[config.mk]
export PLATFORM = sky130hd
export DESIGN_NAME = pcp_ram
export DESIGN_NICKNAME = d
export VERILOG_FILES = /design/src/sv/pcp_pkg.sv /design/src/sv/pcp_ram.sv
export SDC_FILE = /design/constraint.sdc
export NUM_CORES = 1
export LEC_CHECK = 0
export BUFFER_PORTS_ARGS = -buffer_cell sky130_fd_sc_hd__buf_2
export CAP_MARGIN = 10
export CORE_MARGIN = 5
export CORE_UTILIZATION = 25
export CTS_BUF_LIST = sky130_fd_sc_hd__clkbuf_16
export CTS_CLUSTER_DIAMETER = 60
export CTS_CLUSTER_SIZE = 12
export DETAILED_ROUTE_END_ITERATION = 10
export GPL_TIMING_DRIVEN = 0
export SYNTH_ARGS = -nofsm -noshare
export SYNTH_HDL_FRONTEND = slang
export SYNTH_SLANG_ARGS = --single-unit
[constraint.sdc]
create_clock -name clk_i -period 10.24 [get_ports clk_i]
set_input_delay 0.512 -clock clk_i [delete_from_list [all_inputs] [get_ports clk_i]]
set_output_delay 0.512 -clock clk_i [all_outputs]
set_load 0.01 [all_outputs]
[src/sv/pcp_pkg.sv]
package pcp_pkg;

  localparam int unsigned EXP_SLOTS_DEF = 16;
  localparam int unsigned MAX_POWER_DEF = 8;

  localparam int unsigned COEF_W  = 16;
  localparam int unsigned EXP_W   = 4;
  localparam int unsigned POWER_W = 4;
  localparam int unsigned TGT_W   = 7;
  localparam int unsigned DATA_W  = 32;
  localparam int unsigned CFG_W   = 7;
  localparam int unsigned CFG_IDX_W = 1;

  localparam logic [CFG_IDX_W-1:0] CFG_POWER  = 1'd0;
  localparam logic [CFG_IDX_W-1:0] CFG_TARGET = 1'd1;

  typedef struct packed {
    logic signed [COEF_W-1:0] coefficient;
    logic [EXP_W-1:0]         exponent;
    logic                     last;
  } in_item_t;

  typedef struct packed {
    logic signed [DATA_W-1:0] result_coefficient;
    logic                     found;
  } out_item_t;

  typedef struct packed {
    logic en;
    logic last;
  } mac_ctrl_t;

  typedef enum logic [2:0] {
    ST_IDLE,
    ST_LOAD,
    ST_COPY,
    ST_CONV,
    ST_DRAIN,
    ST_RD,
    ST_FIN
  } state_e;

endpackage

[src/sv/pcp_ram.sv]
module pcp_ram #(
  parameter int unsigned DEPTH = 16,
  localparam int unsigned AW = (DEPTH > 1) ? $clog2(DEPTH) : 1
) (
  input  logic                      clk_i,
  input  logic                      we_i,
  input  logic [AW-1:0]             waddr_i,
  input  logic [pcp_pkg::DATA_W-1:0] wdata_i,
  input  logic                      re_i,
  input  logic [AW-1:0]             raddr_i,
  output logic [pcp_pkg::DATA_W-1:0] rdata_o
);
  import pcp_pkg::*;

  logic [DATA_W-1:0] mem_q [DEPTH];
  logic [DATA_W-1:0] rdata_q;

  always_ff @(posedge clk_i) begin
    if (we_i) begin
      mem_q[waddr_i] <= wdata_i;
    end
  end

  // hold read data until the next read
  always_ff @(posedge clk_i) begin
    if (re_i) begin
      rdata_q <= mem_q[raddr_i];
    end
  end

  assign rdata_o = rdata_q;

endmodule

* After elaboration in Yosys (flattened, before gate mapping)
Memory sizes are Yosys's and may differ from the RTL's. A register that Yosys moved wholly into a read port is not among the register bits.
Index checks and enable logic that the tools add are counted.
W data, S select, Z words.
** Storage, ports and cells
- Register bits after elaboration :: 0
- Bits in writable memories :: 512
- Input bits :: 43
- Output and inout port bits :: 32
- Logic and storage cells :: 3
- Memories kept :: 1
** Memories
- mem_q :: depth 16, bits a word 32, read ports 1, clocked after Yosys merged registers in 1, write ports 1, line pcp_ram.sv:15 : logic [DATA_W-1:0] mem_q [DEPTH];
** Operators by class
- Multiplexer cells :: 2
** Operators with widths (number)
- $mux W1 :: 2

* Longest topological paths before layout
Gate-level depths: netlist of run 1.
- Word-level depth :: 2
- Gate-level depth with buffers :: 5
- Gate-level depth less buffers :: 3

* Least setup slack after synthesis of run 1
No wires, ideal clock.
- Path kind :: input-to-reg
- Start point :: input waddr_i[2]
- End point :: memory mem_q[0][0] (enable)
- Arrival time :: 3230 ps
- Data required time :: 9779 ps
- Setup slack :: 6548 ps
- Stages on the path :: 2
- Path buffers :: 0
- Path through :: or3b_2 nor3_1
** RTL lines
- start, declared :: line pcp_ram.sv:7 : input logic [AW-1:0] waddr_i,
- end, declared :: line pcp_ram.sv:15
No word-level cell before the write port.

* Worst setup path in the final report of run 1
- Start point :: input waddr_i[2]
- End point :: memory mem_q[0][1] (enable)
No word-level cell before the write port.

==> flow_summary.json, run 1 <==
{
  "status": "finished, final reports clean",
  "ys_ff_latch": 544,
  "drive_above_1_share_pct": 31.7,
  "route.vias.total": 9139,
  "synth_cell_types": 17,
  "clock_sinks": 544,
  "power_density_nw_per_um2": 185,
  "drv_slew": 0,
  "cts_setup_buffers": 0,
  "pre_cts_ws_ns": 7.63,
  "final_antenna_net_count": 0,
  "grt_max_degree": 33,
  "relSlewSlack_pct": 29.0,
  "seq_area_frac_synth_pct": 81.0,
  "grt_pass1_vias": 9479,
  "vdd.ir_drop.worst_uv": 114,
  "io_pins": 75,
  "grt_antenna_before_repair": 15,
  "most-common-layout-cells": "edfxtp_1, mux4_2, buf_2",
  "track_usage_pct": 10.5,
  "die_h_microns": 294,
  "power_mw": 4.39,
  "seqPwrFrac_pct": 57.5,
  "fin_util_pct": 29.6,
  "cp_max_fo": 8,
  "die-area_sq_um": 86500,
  "holdCritPathClass": "in2reg",
  "fin_nets": 1033,
  "cts_made_buffers": 51,
  "finalWorstSetupSlack_ns": 8.21,
  "fin_skew_ns": 0.0165,
  "row_count": 104,
  "combPwrFrac_pct": 5.3,
  "max_freq_mhz": 492,
  "ys_warn_count": 0,
  "syn-cell-area_sq_um": 20200,
  "path_clk_slew_ns": 0.06,
  "crit_arrival_ns": 2.31,
  "post-route-cell-area_sq_um": 23800,
  "syn_inst": 838,
  "gp_congestion": 0.683,
  "clock_path_buffers": 3,
  "clockRootBuffer": "clkbuf_16",
  "sw_frac_of_total_pct": 20.1,
  "cts_tree": "built",
  "postCtsResizedCells": 0,
  "drt_pass1_iterations": 4,
  "placement.io_buffers": 72,
  "htreeDepth": 2,
  "wl_per_cell_microns": 22.5,
  "tightest_slew_ns": 1.07,
  "final.period_utilization_pct": 19.9,
  "hold_viol": 0,
  "start_kind": "input port",
  "hold_buffers": 0,
  "avgSynthCellArea_sq_um": 24.1,
  "setup_viol": 0,
  "vias_per_cell": 4.43,
  "leakagePower_nw": 7.32,
  "cp.required_ns": 10.52,
  "switching_power_mw": 0.881,
  "grt_setup_unrepaired": "no",
  "p_int_mw": 3.51,
  "start_util_pct": 25.1,
  "die_w_microns": 294,
  "core-area_sq_um": 80300,
  "grt_pass1_wl_mm": 66.6,
  "syn_nets": 881,
  "place_hpwl_mm": 29.3,
  "drc_errors": 0,
  "drtIter0Drc": 684,
  "dpl-instance-area_sq_um": 22400,
  "overflow": 0,
  "finalSetupTns_ns": 0,
  "path_class": "in2reg",
  "min_period_ns": 2.03,
  "areaGrowthSynthToFinish_pct": 17.8,
  "final_common_cell": "edfxtp_1",
  "clkPwrFrac_pct": 37.2,
  "worstSkewPairLatency_ns": 0.58,
  "crit_path_end_kind": "flop",
  "routed_wl_mm": 46.4,
  "maxCapViolCount": 0
}
## worst max-delay path: stages
cell and delay [ns]:
buf_2 0.11, or3b_2 0.59, nor3_2 0.64, buf_6 0.27, buf_6 0.18
## worst paths after layout
kind	from	to	slack (ns)	depth (start not counted)
max	waddr_i[2]	mem_q[0][1]	8.21	5
min	wdata_i[26]	mem_q[12][26]	0.30	1
max reg2reg	mem_q[11][17]	rdata_o[17]	8.71	3
min reg2reg	mem_q[12][2]	rdata_o[2]	0.76	3
## cell usage after synthesis, drive strengths merged
library cell | instances | area, sq um
or3b | 1 | 8.76
a22oi | 64 | 480
mux4 | 128 | 2880
nand3b | 2 | 15.0
nor3 | 4 | 20.0
clkbuf | 17 | 63.8
nor2 | 13 | 48.8
and2 | 1 | 6.26
buf | 26 | 159
nand3 | 1 | 5.00
nor2b | 2 | 12.5
edfxtp | 544 | 16300
nand2 | 33 | 124
nand2b | 2 | 12.5
## routing by layer
layer	part of all wire, %	up-vias	GRT usage, %	wire length, microns
met5	0.045	-	0	21
met4	1.7	4	2.18	800
met3	6.8	58	2.75	3140
met2	48	276	17.1	22300
met1	43	4908	14.3	20100
li1	-	3893	-	-
## per-stage QoR
stage          hold WS (ns)  instances
2_1_floorplan         0.611        838
3_3_place_gp          0.737       1970
3_5_place_dp          0.745       1997
4_1_cts               0.270       2053
5_1_grt               0.291       2055
6_report              0.303       2063
## power groups by stage
stage | sequential, mW | combinational [mW] | clock, mW
floorplan | 2.57 | 0.120 | 0
global placement | 2.57 | 0.223 | 0
detailed placement | 2.57 | 0.238 | 0
CTS | 2.52 | 0.239 | 1.68
global route | 2.52 | 0.252 | 1.76
finish | 2.52 | 0.232 | 1.63
## state kept, by name, indices dropped and copies added (netlist names)
name	flops
mem_q	512
rdata_o	32
## cell type report
type                    instances  area, sq um
fillers                      7626        56500
flip-flops and latches        544        16300
multi-input cells             251         3730
clock buffers                  53         1330
well taps                    1060         1330
repair buffers                 99          781
plain buffers                  43          223
diodes                         10         25.0
clock inverters                 3         15.0
## logic make-up (layout without fill, tap and decap cells)
logic type	after synthesis	after routing	share of synthesized area [%]
simple gates	59	59	1.25
compound gates	64	64	2.38
flops	544	544	81.0
buf+inv	43	198	1.10
mux	128	128	14.3
other cells	0	10	0
Note: power is estimated with default switching activity, not from simulation.
==> inputs of run 2 (changes only) <==
==> constraint.sdc (replaced) <==
create_clock -name clk_i -period 1.8 [get_ports clk_i]
set_input_delay 0.09 -clock clk_i [delete_from_list [all_inputs] [get_ports clk_i]]
set_output_delay 0.09 -clock clk_i [all_outputs]
set_load 0.01 [all_outputs]
==> run 2 against run 1 <==
  * Largest cell class unchanged
  * Combinational power grew to 5.9 times the previous value
  * Sequential share of layout area decreased by 1.1 points
  * Count of clock-buffer cells in the layout fell by 1
  * Clock skew increased by 0.0016 ns
  * Critical endpoint is now rdata_o[20]
  * Largest power group unchanged
  * Final cell count up 1.2%
==> flow_summary.json, run 2 (synthesis results as in run 1) <==
{
  "clock_path_buffers": 3,
  "crit_arrival_ns": 1.88,
  "gp_congestion": 0.692,
  "die_h_microns": 294,
  "tightest_slew_ns": 0.965,
  "vias_per_cell": 4.39,
  "setup_viol": 0,
  "final.period_utilization_pct": 87.4,
  "start_kind": "input port",
  "grt_antenna_before_repair": 10,
  "track_usage_pct": 10.6,
  "grt_setup_unrepaired": "no",
  "htreeDepth": 2,
  "overflow": 0,
  "power_density_nw_per_um2": 1030,
  "path_clk_slew_ns": 0.05,
  "clockRootBuffer": "clkbuf_16",
  "grt_pass1_vias": 9848,
  "holdCritPathClass": "in2reg",
  "grt_max_degree": 33,
  "hold_viol": 0,
  "relSlewSlack_pct": 35.7,
  "vdd.ir_drop.worst_uv": 648,
  "cts_made_buffers": 51,
  "reg2regPathDepth": 3,
  "cp_max_fo": 10,
  "post-route-cell-area_sq_um": 24100,
  "final_common_cell": "edfxtp_1",
  "place_hpwl_mm": 29.1,
  "drt_pass1_iterations": 4,
  "holdPathStages": 2,
  "min_period_ns": 1.57,
  "most-common-layout-cells": "edfxtp_1, mux4_2, buf_2",
  "drv_slew": 0,
  "fin_nets": 1058,
  "cts_tree": "built",
  "postCtsResizedCells": 0,
  "dp_cells": 1990,
  "routed_wl_mm": 45.9,
  "startpoint": "raddr_i[1]",
  "largest_reg_flops": 512,
  "status": "finished, final reports clean",
  "area.sequential_sq_um": 16300,
  "max_freq_mhz": 636,
  "placement.io_buffers": 72,
  "drtIter0Drc": 794,
  "worstSkewPairLatency_ns": 0.59,
  "die_w_microns": 294,
  "start_util_pct": 25.1,
  "fin_util_pct": 30.1,
  "clock_sinks": 544,
  "r2r_start": "mem_q[11][20]",
  "path_class": "in2reg",
  "areaGrowthSynthToFinish_pct": 19.6,
  "leakagePower_nw": 7.46,
  "holdPathEnd": "mem_q[4][17]",
  "hp-start": "waddr_i[0]",
  "fin_skew_ns": 0.0181,
  "top_register": "mem_q",
  "r2r_slack_ns": 0.30,
  "row_count": 104,
  "worstReg2RegEnd": "rdata_o[20]",
  "crit_path_end_kind": "flop",
  "die-area_sq_um": 86500,
  "maxCapViolCount": 0,
  "dpl-instance-area_sq_um": 22500,
  "route.vias.total": 9167,
  "wl_per_cell_microns": 22.0,
  "multiInputGateArea_sq_um": 3750,
  "final_antenna_net_count": 0,
  "drive_above_1_share_pct": 30.4,
  "io_pins": 75,
  "core-area_sq_um": 80300,
  "finalNonFillerCells": 2087,
  "drc_errors": 0,
  "grt_pass1_wl_mm": 67.4,
  "nFillCells": 7635,
  "cp.required_ns": 2.11,
  "finalSetupTns_ns": 0
}
[run 2: worst max-delay path by stage]
stage,slack [ns],depth (start not counted),end
2_1_floorplan,-0.32,2,mem_q[10][0]
3_3_place_gp,-2.24,3,mem_q[6][4]
3_5_place_dp,-0.40,5,rdata_o[20]
4_1_cts,0.21,5,rdata_o[20]
5_1_grt,0.15,5,rdata_o[20]
6_report,0.23,5,rdata_o[20]
[run 2: timing repair]
| item | in CTS | in global routing |
|---|---|---|
| hold endpoints to repair | 512 | 0 |
| hold buffers | 32 | 0 |
| buffers inserted | 0 | 0 |
| setup endpoints to repair | 0 | 0 |
[run 2: final cells by class]
class | count | area share (%)
repair buffers | 124 | 4.72
well taps | 1060 | 5.49
plain buffers | 43 | 0.923
diodes | 8 | 0.0829
clock buffers | 52 | 5.39
multi-input cells | 251 | 15.6
clock inverters | 5 | 0.161
flip-flops and latches | 544 | 67.7
[run 2: power breakdown]
group | switching (mW) | internal (mW)
clock network | 4.17 | 5.08
logic | 0.813 | 0.572
registers | 0.0730 | 14.3
[run 2: worst max-delay path, stage by stage]
cell and delay [ns]:
clkbuf_1 0.61, buf_2 0.46, mux4_2 0.35, a22oi_1 0.22, nand2_1 0.13
[run 2: through the flow]
stage	setup WS (ns)	hold WS (ns)	power, mW
floorplan	-0.318	0.189	15.3
global placement	-2.24	0.456	15.9
detailed placement	-0.401	0.472	16.0
CTS	0.212	0.0725	25.3
global route	0.148	0.0956	25.9
finish	0.227	0.107	25.0
[run 2: metal layers]
layer / global-route usage [%] / share of wire (%) / vias to the layer above
li1: - / - / 3937
met1: 14.5 / 43 / 4882
met2: 17.0 / 48 / 279
met3: 2.72 / 6.8 / 65
met4: 2.60 / 1.9 / 4
met5: 0 / 0.059 / -
