`src/sv/pcp_pkg.sv`:
```
package pcp_pkg;

  localparam int unsigned EXP_SLOTS_DEF = 16;
  localparam int unsigned MAX_POWER_DEF = 8;

  localparam int unsigned COEF_W  = 16;
  localparam int unsigned EXP_W   = 4;
  localparam int unsigned POWER_W = 4;
  localparam int unsigned TGT_W   = 7;
  localparam int unsigned DATA_W  = 32;
  localparam int unsigned CFG_W   = 7;
  localparam int unsigned CFG_IDX_W = 1;

  localparam logic [CFG_IDX_W-1:0] CFG_POWER  = 1'd0;
  localparam logic [CFG_IDX_W-1:0] CFG_TARGET = 1'd1;

  typedef struct packed {
    logic signed [COEF_W-1:0] coefficient;
    logic [EXP_W-1:0]         exponent;
    logic                     last;
  } in_item_t;

  typedef struct packed {
    logic signed [DATA_W-1:0] result_coefficient;
    logic                     found;
  } out_item_t;

  typedef struct packed {
    logic en;
    logic last;
  } mac_ctrl_t;

  typedef enum logic [2:0] {
    ST_IDLE,
    ST_LOAD,
    ST_COPY,
    ST_CONV,
    ST_DRAIN,
    ST_RD,
    ST_FIN
  } state_e;

endpackage

```
`src/sv/pcp_mac.sv`:
```
module pcp_mac (
  input  logic                       clk_i,
  input  logic                       rst_ni,
  input  pcp_pkg::mac_ctrl_t         ctrl_i,
  input  logic [pcp_pkg::DATA_W-1:0] a_i,
  input  logic [pcp_pkg::DATA_W-1:0] b_i,
  output logic                       busy_o,
  output logic                       wr_valid_o,
  output logic [pcp_pkg::DATA_W-1:0] sum_o
);
  import pcp_pkg::*;

  mac_ctrl_t         ctrl_q;
  logic [DATA_W-1:0] prod_q;
  logic [DATA_W-1:0] acc_q;
  logic [DATA_W-1:0] sum;

  // low half of the product only: all arithmetic wraps at the word width
  always_ff @(posedge clk_i) begin
    prod_q <= a_i * b_i;
  end

  assign sum = acc_q + prod_q;

  always_ff @(posedge clk_i or negedge rst_ni) begin
    if (!rst_ni) begin
      ctrl_q <= '0;
      acc_q  <= '0;
    end else begin
      ctrl_q <= ctrl_i;
      if (ctrl_q.en) begin
        // drop the sum after the last term of an output slot
        acc_q <= ctrl_q.last ? '0 : sum;
      end
    end
  end

  assign busy_o     = ctrl_q.en;
  assign wr_valid_o = ctrl_q.en && ctrl_q.last;
  assign sum_o      = sum;

endmodule

```
`config.mk`:
```
export PLATFORM = sky130hd
export DESIGN_NAME = pcp_mac
export DESIGN_NICKNAME = d
export VERILOG_FILES = /design/src/sv/pcp_pkg.sv /design/src/sv/pcp_mac.sv
export SDC_FILE = /design/constraint.sdc
export NUM_CORES = 1
export LEC_CHECK = 0
export CORE_MARGIN = 8
export CORE_UTILIZATION = 46
export CTS_BUF_LIST = sky130_fd_sc_hd__clkbuf_8
export CTS_CLUSTER_DIAMETER = 30
export CTS_CLUSTER_SIZE = 12
export DETAILED_ROUTE_END_ITERATION = 8
export DONT_BUFFER_PORTS = 1
export HOLD_SLACK_MARGIN = 0.12
export SLEW_MARGIN = 20
export SYNTH_ARGS = -nofsm -noshare
export SYNTH_HDL_FRONTEND = slang
export SYNTH_SLANG_ARGS = --single-unit
```
`constraint.sdc`:
```
create_clock -name clk_i -period 3.43 [get_ports clk_i]
set_input_delay 0.343 -clock clk_i [delete_from_list [all_inputs] [get_ports clk_i]]
set_output_delay 0.343 -clock clk_i [all_outputs]
set_load 0.05 [all_outputs]
```
# Word-level counts from Yosys, hierarchy flattened
# Cells that the tools add are included.
totals:
  regBits: 66
  inputBits: 68
  out_inout_bits: 34
op_classes:
  n_addsub: 1
  multipliers: 1
  mux: 1
  reduce_logical: 1
op_table:
  columns: ["operator", "count"]
  rows:
  - ["32-bit adder", 1]
  - ["32-bit by 32-bit multiplier with 32-bit output", 1]
  - ["32-bit 2-to-1 mux", 1]
  - ["1-bit logical AND", 1]

# Longest topological paths before layout
# Gate-level depths: netlist of run 1.
depth:
  word_depth: 2
  mapped_depth: 27

# Worst setup path after synthesis of run 1
# No wires, ideal clock.
synth_timing:
  kind: "input -> register"
  from: "input a_i[12] (netlist name)"
  to: "register prod_q[30]"
  arrival_ns: 6.741
  required_ns: 3.308
  slack_ns: -3.433
  path_stages: 25
  path_buffers: 2
  path_cell_list: "clkbuf_1 clkbuf_1 nand2_1 fa_1 inv_1 fa_1 inv_1 fa_1 fa_1 inv_1 fa_1 inv_1 fa_1 fa_1 fa_1 inv_1 ha_1 a21o_1 a21o_1 a21oi_1 o31ai_1 a21oi_1 nor2_1 o31a_1 a311o_1"
synth_between:
  elab_chain_cells: 1
synth_lines:
  columns: ["item", "line", "source"]
  rows:
  - ["from (decl)", "pcp_mac.sv:5", "input logic [pcp_pkg::DATA_W-1:0] a_i,"]
  - ["32-bit by 32-bit multiplier with 32-bit output", "pcp_mac.sv:20", "prod_q <= a_i * b_i;"]
  - ["to (signal assigned)", "pcp_mac.sv:20", null]
  - ["to (decl)", "pcp_mac.sv:14", "logic [DATA_W-1:0] prod_q;"]
# No other way between the ends.
# A chain may end at the register's enable or synchronous reset.

# Worst setup path in the final report of run 1
layout_timing:
  from: "input a_i[14] (netlist name)"
  to: "register prod_q[29]"
# The elaborated chain is that of the path after synthesis.

==> results.cfg, run 1 <==
[global_route]
overflow = 0
grt_pass1_wl_microns = 81000
track_usage_pct = 21.2
grt_pass1_vias = 15100
grt_max_degree = 35
antenna_found_initial = 1

[synthesis]
synth.most_common_cell = fa_1
ys_ff_latch = 66
ys_warn_count = 0
synth-main-ff-cell = dfrtp_1
syn_inst = 2065
synth_area_sq_um = 19000
seq_area_frac_synth_pct = 7.84
syn_avg_cell_area_sq_um = 9.21
synth.distinct_cells = 63
synth_edf_count = 0
synthTopCellsByArea = fa_1 (43%), ha_1 (10%), and2_1 (8.9%)
synth_common_cells = fa_1 (409), inv_1 (403), nand2_1 (285), and2_1 (271), ha_1 (154)
synth.top_cell.area_share_pct = 43.1
yosysTopAreaCell = fa_1
synth_async_sr_flop_share_pct = 51.5
syn_nets = 2696

[placement]
dp_hpwl_microns = 40000
numPortBuffers = 0
gp_congestion = 0.862

[outcome]
violations = negative setup slack
run_status = complete, but fails checks

[clock_network]
clock_latency_ns = 0.35
cts-root-buf = clkbuf_8
clockBufferDepth = 2
numCtsBuffers = 9
cts_max_level = 3
cts_tree = yes
clk_transition_reported_paths_ns = 0.07
cts_sinks = 66

[detailed_routing]
route.vias.total = 13700
avgViaCountPerCell = 5.18
remaining_drc_errors = 0
drtPass1Iterations = 5
finalWirelength_microns = 49800
first_iter_violations = 640
wire_per_inst_microns = 18.8
ant_nets = 0

[sta]
finalMaxSlewViolations = 0
rsz0062_at_grt = true
maxSlewHeadroom_pct = 31.3
timing.final.crit_share_pct = 177
timing.final.ws_setup_ns = -2.64
setup_tns_ns = -50.06
final_period_minus_worst_setup_slack_ns = 6.07
final.setup_skew_ns = 0.0102
setup_viol = 28
tightest_slew_ns = 1.03
hold_viol = 0
max_freq_mhz = 165

[floorplan]
std_cell_rows = 74
start_util_pct = 46.6
coreArea_sq_um = 40800
die_area_sq_um = 48100
die_w_microns = 219
io_pins = 102
dieHeight_microns = 219

[setup_path]
r2r_setup_slack_ns = 0.36
crit_path_end_kind = flip-flop
r2r_start = acc_q[0]$_DFFE_PN0P_
crit_start = a_i[14]
crit_fanout = 18
worstPathArrival_ns = 6.35
startpoint_type = input port
path_class = in -> reg
crit_required_ns = 3.71

[cells_and_area]
area_growth_syn_to_layout_pct = 13.8
nets = 2741
fin_util_pct = 53.0
drive_gt1_share_pct = 14.1
antenna_cells = 0
fillers = 3727

[min_path]
hold_start = b_i[0]
hold_path_class = in -> reg

[flow_run]
cap_viol_max_count = 0
layout make-up:
cell class                 instances  area, sq um  share of cell area [%]
multi-input combinational       1501        16700                    77.1
tap                              532          666                    3.08
clock inverter                     5         52.6                   0.243
timing repair buffer             128         1080                    4.98
sequential                        66         1490                    6.89
inverter                         404         1520                    7.01
clock buffer                      11          151                   0.699
placed cells by master, fill, tap and decap left out, types with 4 or more instances in the layout:
master and count:
inv_1 392, o21ai_0 5, xnor2_1 75, dfxtp_1 32, a21oi_2 16, and2_4 8
clkbuf_8 11, fa_2 12, nand2_1 282, a211o_1 4, a211oi_2 4, o21ai_1 10
a311o_1 4, a22o_1 24, dfrtp_1 34, a31o_1 4, fa_1 397, a21oi_1 28
o21ai_2 4, a21o_1 29, ha_1 114, ha_4 37, nor2_1 27, nor3_1 4
xor2_1 28, o21a_1 8, inv_2 12, buf_6 19, buf_4 103, nor2_2 4
nor2b_1 12, and2_1 263, xnor2_2 6, o21bai_1 5, o211ai_1 4, a21oi_4 4
flip-flops by register name, indices dropped and copies added, names as in the netlist:
register	flops
acc_q	32
busy_o	1
ctrl_q	1
prod_q	32
metrics by stage:
| stage | hold slack, ns | worst slack [ns] | cells | area (sq um) |
|---|---|---|---|---|
| after floorplan | 0.0474 | -2.95 | 2065 | 19400 |
| after global placement | 0.0486 | -3.07 | 2610 | 20400 |
| after detailed placement | 0.0489 | -3.17 | 2610 | 20400 |
| after CTS | 0.144 | -2.60 | 2636 | 21200 |
| after global routing | 0.160 | -2.80 | 2647 | 21600 |
| final | 0.171 | -2.64 | 2647 | 21600 |
metal layers:
metal	global-route usage, %	up-vias	share of wire (%)
met5	0	-	0
met2	36.8	350	49
met3	2.70	64	5.1
li1	-	6273	-
met1	28.1	7037	44
met4	4.34	0	2.0
kinds of logic after synthesis:
logic type                 synth area share [%]
adders and majority gates                  53.2
DFF                                        7.84
AOI/OAI and AO/OA                          7.17
buffers and inverters                      9.83
and+or+nand+nor                            16.7
xor gates and xnor gates                   5.21
critical path, stage by stage:
cell	delay, ns
and2_4	0.14
fa_1	0.53
inv_1	0.05
fa_1	0.51
fa_1	0.44
fa_1	0.55
inv_1	0.05
fa_1	0.48
inv_1	0.05
fa_1	0.47
inv_1	0.05
fa_1	0.48
fa_2	0.59
ha_4	0.21
o21a_1	0.19
nand2_1	0.09
nor2_2	0.05
nor4_4	0.35
o32ai_4	0.13
a221oi_2	0.29
nor2b_2	0.19
xnor2_1	0.11
worst paths after layout:
kind                       cells past startpoint                    end
max                                           22     prod_q[29]$_DFF_P_
min                                            1      prod_q[0]$_DFF_P_
max reg2reg                                   11  acc_q[30]$_DFFE_PN0P_
min reg2reg                                    1  acc_q[19]$_DFFE_PN0P_
max in group asynchronous                      2  acc_q[22]$_DFFE_PN0P_
min in group asynchronous                      2  acc_q[10]$_DFFE_PN0P_
repair_timing:
item | in CTS | in global routing
pin swaps | 80 | 59
gates resized for setup | 82 | 72
endpoints found under the setup margin | 33 | 34
hold endpoints to repair | 36 | 0
hold buffers | 4 | 0
setup buffers | 7 | 14
Power of run 1 is not shown: default switching activity piles up to over one toggle a cycle in this logic, so the estimate is an artifact.
==> run 2, diff against run 1 <==
- ABC_AREA: default -> 1
==> run 2 against run 1 <==
The flow still finishes with violations (negative setup slack). Global-route usage is 2.4 points higher. Via count is 21% higher. Worst hold slack improved by 0.11 ns. Clock skew up 0.013 ns. Setup slack better by 0.40 ns. Cell area is 8.4% higher. Critical path depth grew 2. Core utilization is 0.27 points higher. Non-clock buffer count grew 2. Die area up 7.1%. Critical path type unchanged.
==> results.cfg, run 2 <==
[setup_path]
worst_r2r_path_depth = 14
reg2reg_to = acc_q[26]$_DFFE_PN0P_
r2r_start = acc_q[0]$_DFFE_PN0P_
crit_path_end_kind = flip-flop
cp-endpoint = prod_q[25]$_DFF_P_
crit_required_ns = 3.67
r2r_setup_slack_ns = 0.67
startpoint_type = input port
path_class = in -> reg
critical_path.top_delay_family = adder cells
cp_slowest_cell = fa_2
crit_start = a_i[11]
path_common_cell = fa_1
crit_fanout = 21
max_stage_delay_ns = 0.61
worstPathArrival_ns = 5.90
path_cells = nand2_1 -> inv_1 -> fa_1 -> fa_1 -> fa_1 -> inv_1 -> fa_1 -> inv_2 -> fa_1 -> inv_1 -> fa_1 -> inv_1 -> fa_1 -> fa_2 -> ha_4 -> a21oi_4 -> o21ai_1 -> a31oi_1 -> nand3_2 -> nand3_2 -> nand2_2 -> nand2_1 -> nand2_2 -> xor2_2
crit_cells = 24
cp_num_buf_inv = 5

[cells_and_area]
final_cell_mix = nand2_1 (753), inv_1 (710), fa_1 (385)
nets = 3371
drive_gt1_share_pct = 15.1
antenna_cells = 0
multiInputGateArea_sq_um = 17000
ff_latch_area_sq_um = 1490
top_regs = acc_q x32, prod_q x32
final_common_cell = nand2_1
fillers = 4218
area_growth_syn_to_layout_pct = 14.6

[global_route]
grt_pass1_vias = 17800
antenna_found_initial = 0
overflow = 0
grt_max_degree = 35
grt_pass1_wl_microns = 95100
track_usage_pct = 23.6

[sta]
rsz0062_at_grt = true
timing.final.ws_setup_ns = -2.24
tightest_slew_ns = 0.715
max_freq_mhz = 177
timing.final.crit_share_pct = 165
maxSlewHeadroom_pct = 52.3
setup_viol = 24
final.setup_skew_ns = 0.0227
final_period_minus_worst_setup_slack_ns = 5.67
finalMaxSlewViolations = 0
hold_viol = 0

[floorplan]
io_pins = 102
std_cell_rows = 77
die_area_sq_um = 51500
start_util_pct = 46.5
dieHeight_microns = 227
die_w_microns = 227
coreArea_sq_um = 44000

[synthesis]
synth_common_cells = nand2_1 (807), inv_1 (758), fa_1 (409), ha_1 (154), clkbuf_1 (74)
ys_ff_latch = 66
syn_nets = 3339
syn_inst = 2708
ys_warn_count = 0
synthTopCellsByArea = fa_1 (40%), nand2_1 (15%), inv_1 (14%)
synth.distinct_cells = 51
synth.most_common_cell = nand2_1
syn_avg_cell_area_sq_um = 7.56
synth.top_cell.area_share_pct = 40.0
synth-main-ff-cell = dfrtp_1
yosysTopAreaCell = fa_1
seq_area_frac_synth_pct = 7.29
synth_area_sq_um = 20500
synth_edf_count = 0
synth_async_sr_flop_share_pct = 51.5

[detailed_routing]
route.vias.total = 16600
remaining_drc_errors = 0
finalWirelength_microns = 59300
wire_per_inst_microns = 17.8
ant_nets = 0
drtPass1Iterations = 5
avgViaCountPerCell = 4.98
first_iter_violations = 821

[clock_network]
numCtsBuffers = 9
clockBufferDepth = 2
clock_latency_ns = 0.37
cts-root-buf = clkbuf_8
cts_tree = yes
cts_max_level = 3
cts_sinks = 66
clk_transition_reported_paths_ns = 0.09

[placement]
pre_cts_slack_ns = -2.81
gp_congestion = 0.901
dp_hpwl_microns = 48600
numPortBuffers = 0

[min_path]
hold_path_class = in -> reg

[flow_run]
cap_viol_max_count = 0

[outcome]
violations = negative setup slack
run_status = complete, but fails checks
[run 2: repair_timing]
| item | 4_1_cts | 5_1_grt |
|---|---|---|
| pin swaps | 128 | 91 |
| endpoints found under the hold margin | 37 | 0 |
| hold buffers | 6 | 0 |
| buffers inserted | 7 | 10 |
| gates resized for setup | 171 | 98 |
| setup endpoints to repair | 24 | 28 |
[run 2: worst min path at each step]
stage | startpoint | endpoint | cells past startpoint | slack, ns
final | a_i[1] | prod_q[1]$_DFF_P_ | 3 | 0.28
after global routing | b_i[1] | prod_q[1]$_DFF_P_ | 3 | 0.29
after CTS | b_i[0] | prod_q[1]$_DFF_P_ | 3 | 0.26
after detailed placement | rst_ni | acc_q[0]$_DFFE_PN0P_ | 0 | 0.05
after global placement | rst_ni | acc_q[0]$_DFFE_PN0P_ | 0 | 0.05
after floorplan | rst_ni | acc_q[0]$_DFFE_PN0P_ | 0 | 0.05
[run 2: cell families (layout without fill, tap and decap cells)]
kind of cell | count (synthesis) | in the layout | share of synthesized area, %
compound gates | 145 | 145 | 4.47
xor+xnor | 67 | 67 | 3.01
fa+ha+maj | 563 | 563 | 49.4
buf+inv | 877 | 914 | 16.3
flops | 66 | 66 | 7.29
simple gates | 990 | 990 | 19.5
[run 2: area by class of cell]
cell class / count / area share [%]
clock buffers: 10 / 0.587
well taps: 592 / 3.16
flip-flops and latches: 66 / 6.36
repair buffers: 130 / 4.87
multi-input cells: 1765 / 72.5
inverters: 768 / 12.3
clock inverters: 6 / 0.203
[run 2: per-layer routing]
metal / wire (microns) / GRT usage (%) / up-vias / part of all wire, %
li1: - / - / 7799 / -
met1: 24000 / 29.0 / 8303 / 40
met3: 3040 / 2.35 / 96 / 5.1
met2: 30200 / 43.1 / 436 / 51
met5: 0 / 0 / - / 0
met4: 2000 / 7.52 / 0 / 3.4
[run 2: through the flow]
step           setup TNS [ns]  instances  cell area [sq um]  hold slack (ns)  util [%]
2_1_floorplan          -50.76       2708              21200           0.0474         -
3_3_place_gp           -54.21       3300              22000           0.0485      49.9
3_5_place_dp           -55.19       3300              22000           0.0488      49.9
4_1_cts                -41.83       3328              23000            0.257      52.3
5_1_grt                -45.79       3337              23500            0.289      53.3
6_report               -42.33       3337              23500            0.283      53.3
[run 2: worst reg2reg max path: stages, from the launching register on]
cell	delay (ns)
dfrtp_1	0.39
ha_1	0.22
fa_1	0.41
nand3_1	0.10
nand2_1	0.13
a21oi_1	0.16
o21ai_1	0.12
nand3_1	0.10
nand3_1	0.14
nand2_1	0.14
nand2_1	0.06
nand2_1	0.06
and2_1	0.47
nand2_1	0.12
nand2_1	0.08
Power of run 2 is left out for the same reason.
==> run 3, diff against run 2 <==
- CAP_MARGIN: default -> 15
- CORE_UTILIZATION: 46 -> 33
==> run 3 against run 2 <==
The flow still finishes with violations (negative setup slack). Sequential share of layout area hardly changed. Flip-flop and latch count stayed put. First-iteration DRC count is 0.24% lower. Cell area is 0.55% higher. Core utilization is 15 points lower. Maximum frequency is 0.42% lower. Non-clock buffer count is 7 lower. Global-route usage is 7.4 points lower. Worst hold slack worse by 0.13 ns. Via count is 2.8% lower. Setup slack worse by 0.024 ns.
==> results.cfg, run 3 (synthesis results as in run 2) <==
[sta]
rsz0062_at_grt = true
setup_tns_ns = -43.05
hold_viol = 0
final.setup_skew_ns = 0.0133
final_period_minus_worst_setup_slack_ns = 5.69
maxSlewHeadroom_pct = 52.3
finalMaxSlewViolations = 0
timing.final.crit_share_pct = 166
tightest_slew_ns = 0.714
max_freq_mhz = 176
timing.final.ws_setup_ns = -2.26
hold_slack_ns = 0.156
setup_viol = 24

[setup_path]
crit_required_ns = 3.73
max_stage_delay_ns = 0.56
crit_path_end_kind = flip-flop
path_common_cell = fa_1
crit_fanout = 24
worstPathArrival_ns = 5.99
cp_slowest_cell = fa_1
startpoint_type = input port
path_class = in -> reg

[cells_and_area]
drive_gt1_share_pct = 14.8
final_common_cell = nand2_1
fin_util_pct = 38.4
nets = 3364
antenna_cells = 0
area_growth_syn_to_layout_pct = 15.3
final_cell_mix = nand2_1 (762), inv_1 (704), fa_1 (385)
top_regs = acc_q x32, prod_q x32

[global_route]
grt_pass1_wl_microns = 91500
antenna_found_initial = 0
overflow = 0
grt_pass1_vias = 16800
grt_max_degree = 35
track_usage_pct = 16.2

[detailed_routing]
remaining_drc_errors = 0
wire_per_inst_microns = 15.8
first_iter_violations = 819
ant_nets = 0
avgViaCountPerCell = 4.58
finalWirelength_microns = 55800
route.vias.total = 16200
drtPass1Iterations = 5

[floorplan]
coreArea_sq_um = 61500
die_area_sq_um = 70200
start_util_pct = 33.3
dieHeight_microns = 265
die_w_microns = 265
std_cell_rows = 91
io_pins = 102

[placement]
pre_cts_slack_ns = -2.74
dp_hpwl_microns = 45700
numPortBuffers = 0
gp_congestion = 0.900

[outcome]
violations = negative setup slack
run_status = complete, but fails checks

[clock_network]
clock_latency_ns = 0.37
clk_transition_reported_paths_ns = 0.07
cts_max_level = 3
numCtsBuffers = 9
clockBufferDepth = 2
cts_tree = yes
cts_sinks = 66
cts-root-buf = clkbuf_8

[flow_run]
cap_viol_max_count = 0

[min_path]
hold_path_class = in -> reg
[run 3: cell count changes in the layout (fill, tap and decap cells not counted), moves of 3 or more]
| cell | change |
|---|---|
| a21oi_1 | -3 |
| nand2_4 | -8 |
| nand2_1 | +9 |
| inv_2 | +3 |
| inv_4 | +3 |
| a21oi_2 | +3 |
| inv_1 | -6 |
[run 3: area by class of cell]
| class | instances | area, sq um |
|---|---|---|
| Clock buffer | 10 | 138 |
| Timing Repair Buffer | 123 | 1060 |
| Clock inverter | 6 | 90.1 |
| Multi-Input combinational cell | 1765 | 16900 |
| Fill cell | 6310 | 37900 |
| Tap cell | 790 | 988 |
| Inverter | 768 | 2900 |
| Sequential cell | 66 | 1490 |
[run 3: worst paths after layout]
| path | start | endpoint | slack, ns | cells after the start |
|---|---|---|---|---|
| worst max-delay path | b_i[9] | prod_q[31]$_DFF_P_ | -2.26 | 25 |
| worst min-delay path | b_i[0] | prod_q[0]$_DFF_P_ | 0.16 | 2 |
| worst max register to register | acc_q[13]$_DFFE_PN0P_ | acc_q[24]$_DFFE_PN0P_ | 0.73 | 12 |
| worst min register to register | acc_q[26]$_DFFE_PN0P_ | acc_q[26]$_DFFE_PN0P_ | 0.49 | 2 |
| max in group asynchronous | rst_ni | acc_q[1]$_DFFE_PN0P_ | 2.81 | 2 |
| min in group asynchronous | rst_ni | acc_q[8]$_DFFE_PN0P_ | 0.42 | 2 |
[run 3: through the flow]
step	area [sq um]	instances
after floorplan	21200	2708
after global placement	22200	3493
after detailed placement	22200	3493
after CTS	23200	3524
after global routing	23600	3528
final	23600	3528
[run 3: worst max-delay path, delay by kind of cell]
family                   cells  cell delay (ns)
adder cells (fa/ha/maj)      9             4.44
AND/OR/NAND/NOR              9             0.87
buffers and inverters        7             0.32
[run 3: timing repair]
item | CTS | global route
setup endpoints to repair | 24 | 29
buffers inserted | 14 | 9
pin swaps | 154 | 121
hold endpoints to repair | 36 | 0
hold buffers | 4 | 0
gates resized for setup | 160 | 102
[run 3: metal layers]
metal	up-vias	wire, microns	track usage (%)
met5	-	0	0
met4	0	774	2.88
met3	49	3310	2.07
met2	396	26600	27.6
met1	7936	25100	22.1
li1	7792	-	-
Power of run 3 is left out for the same reason.
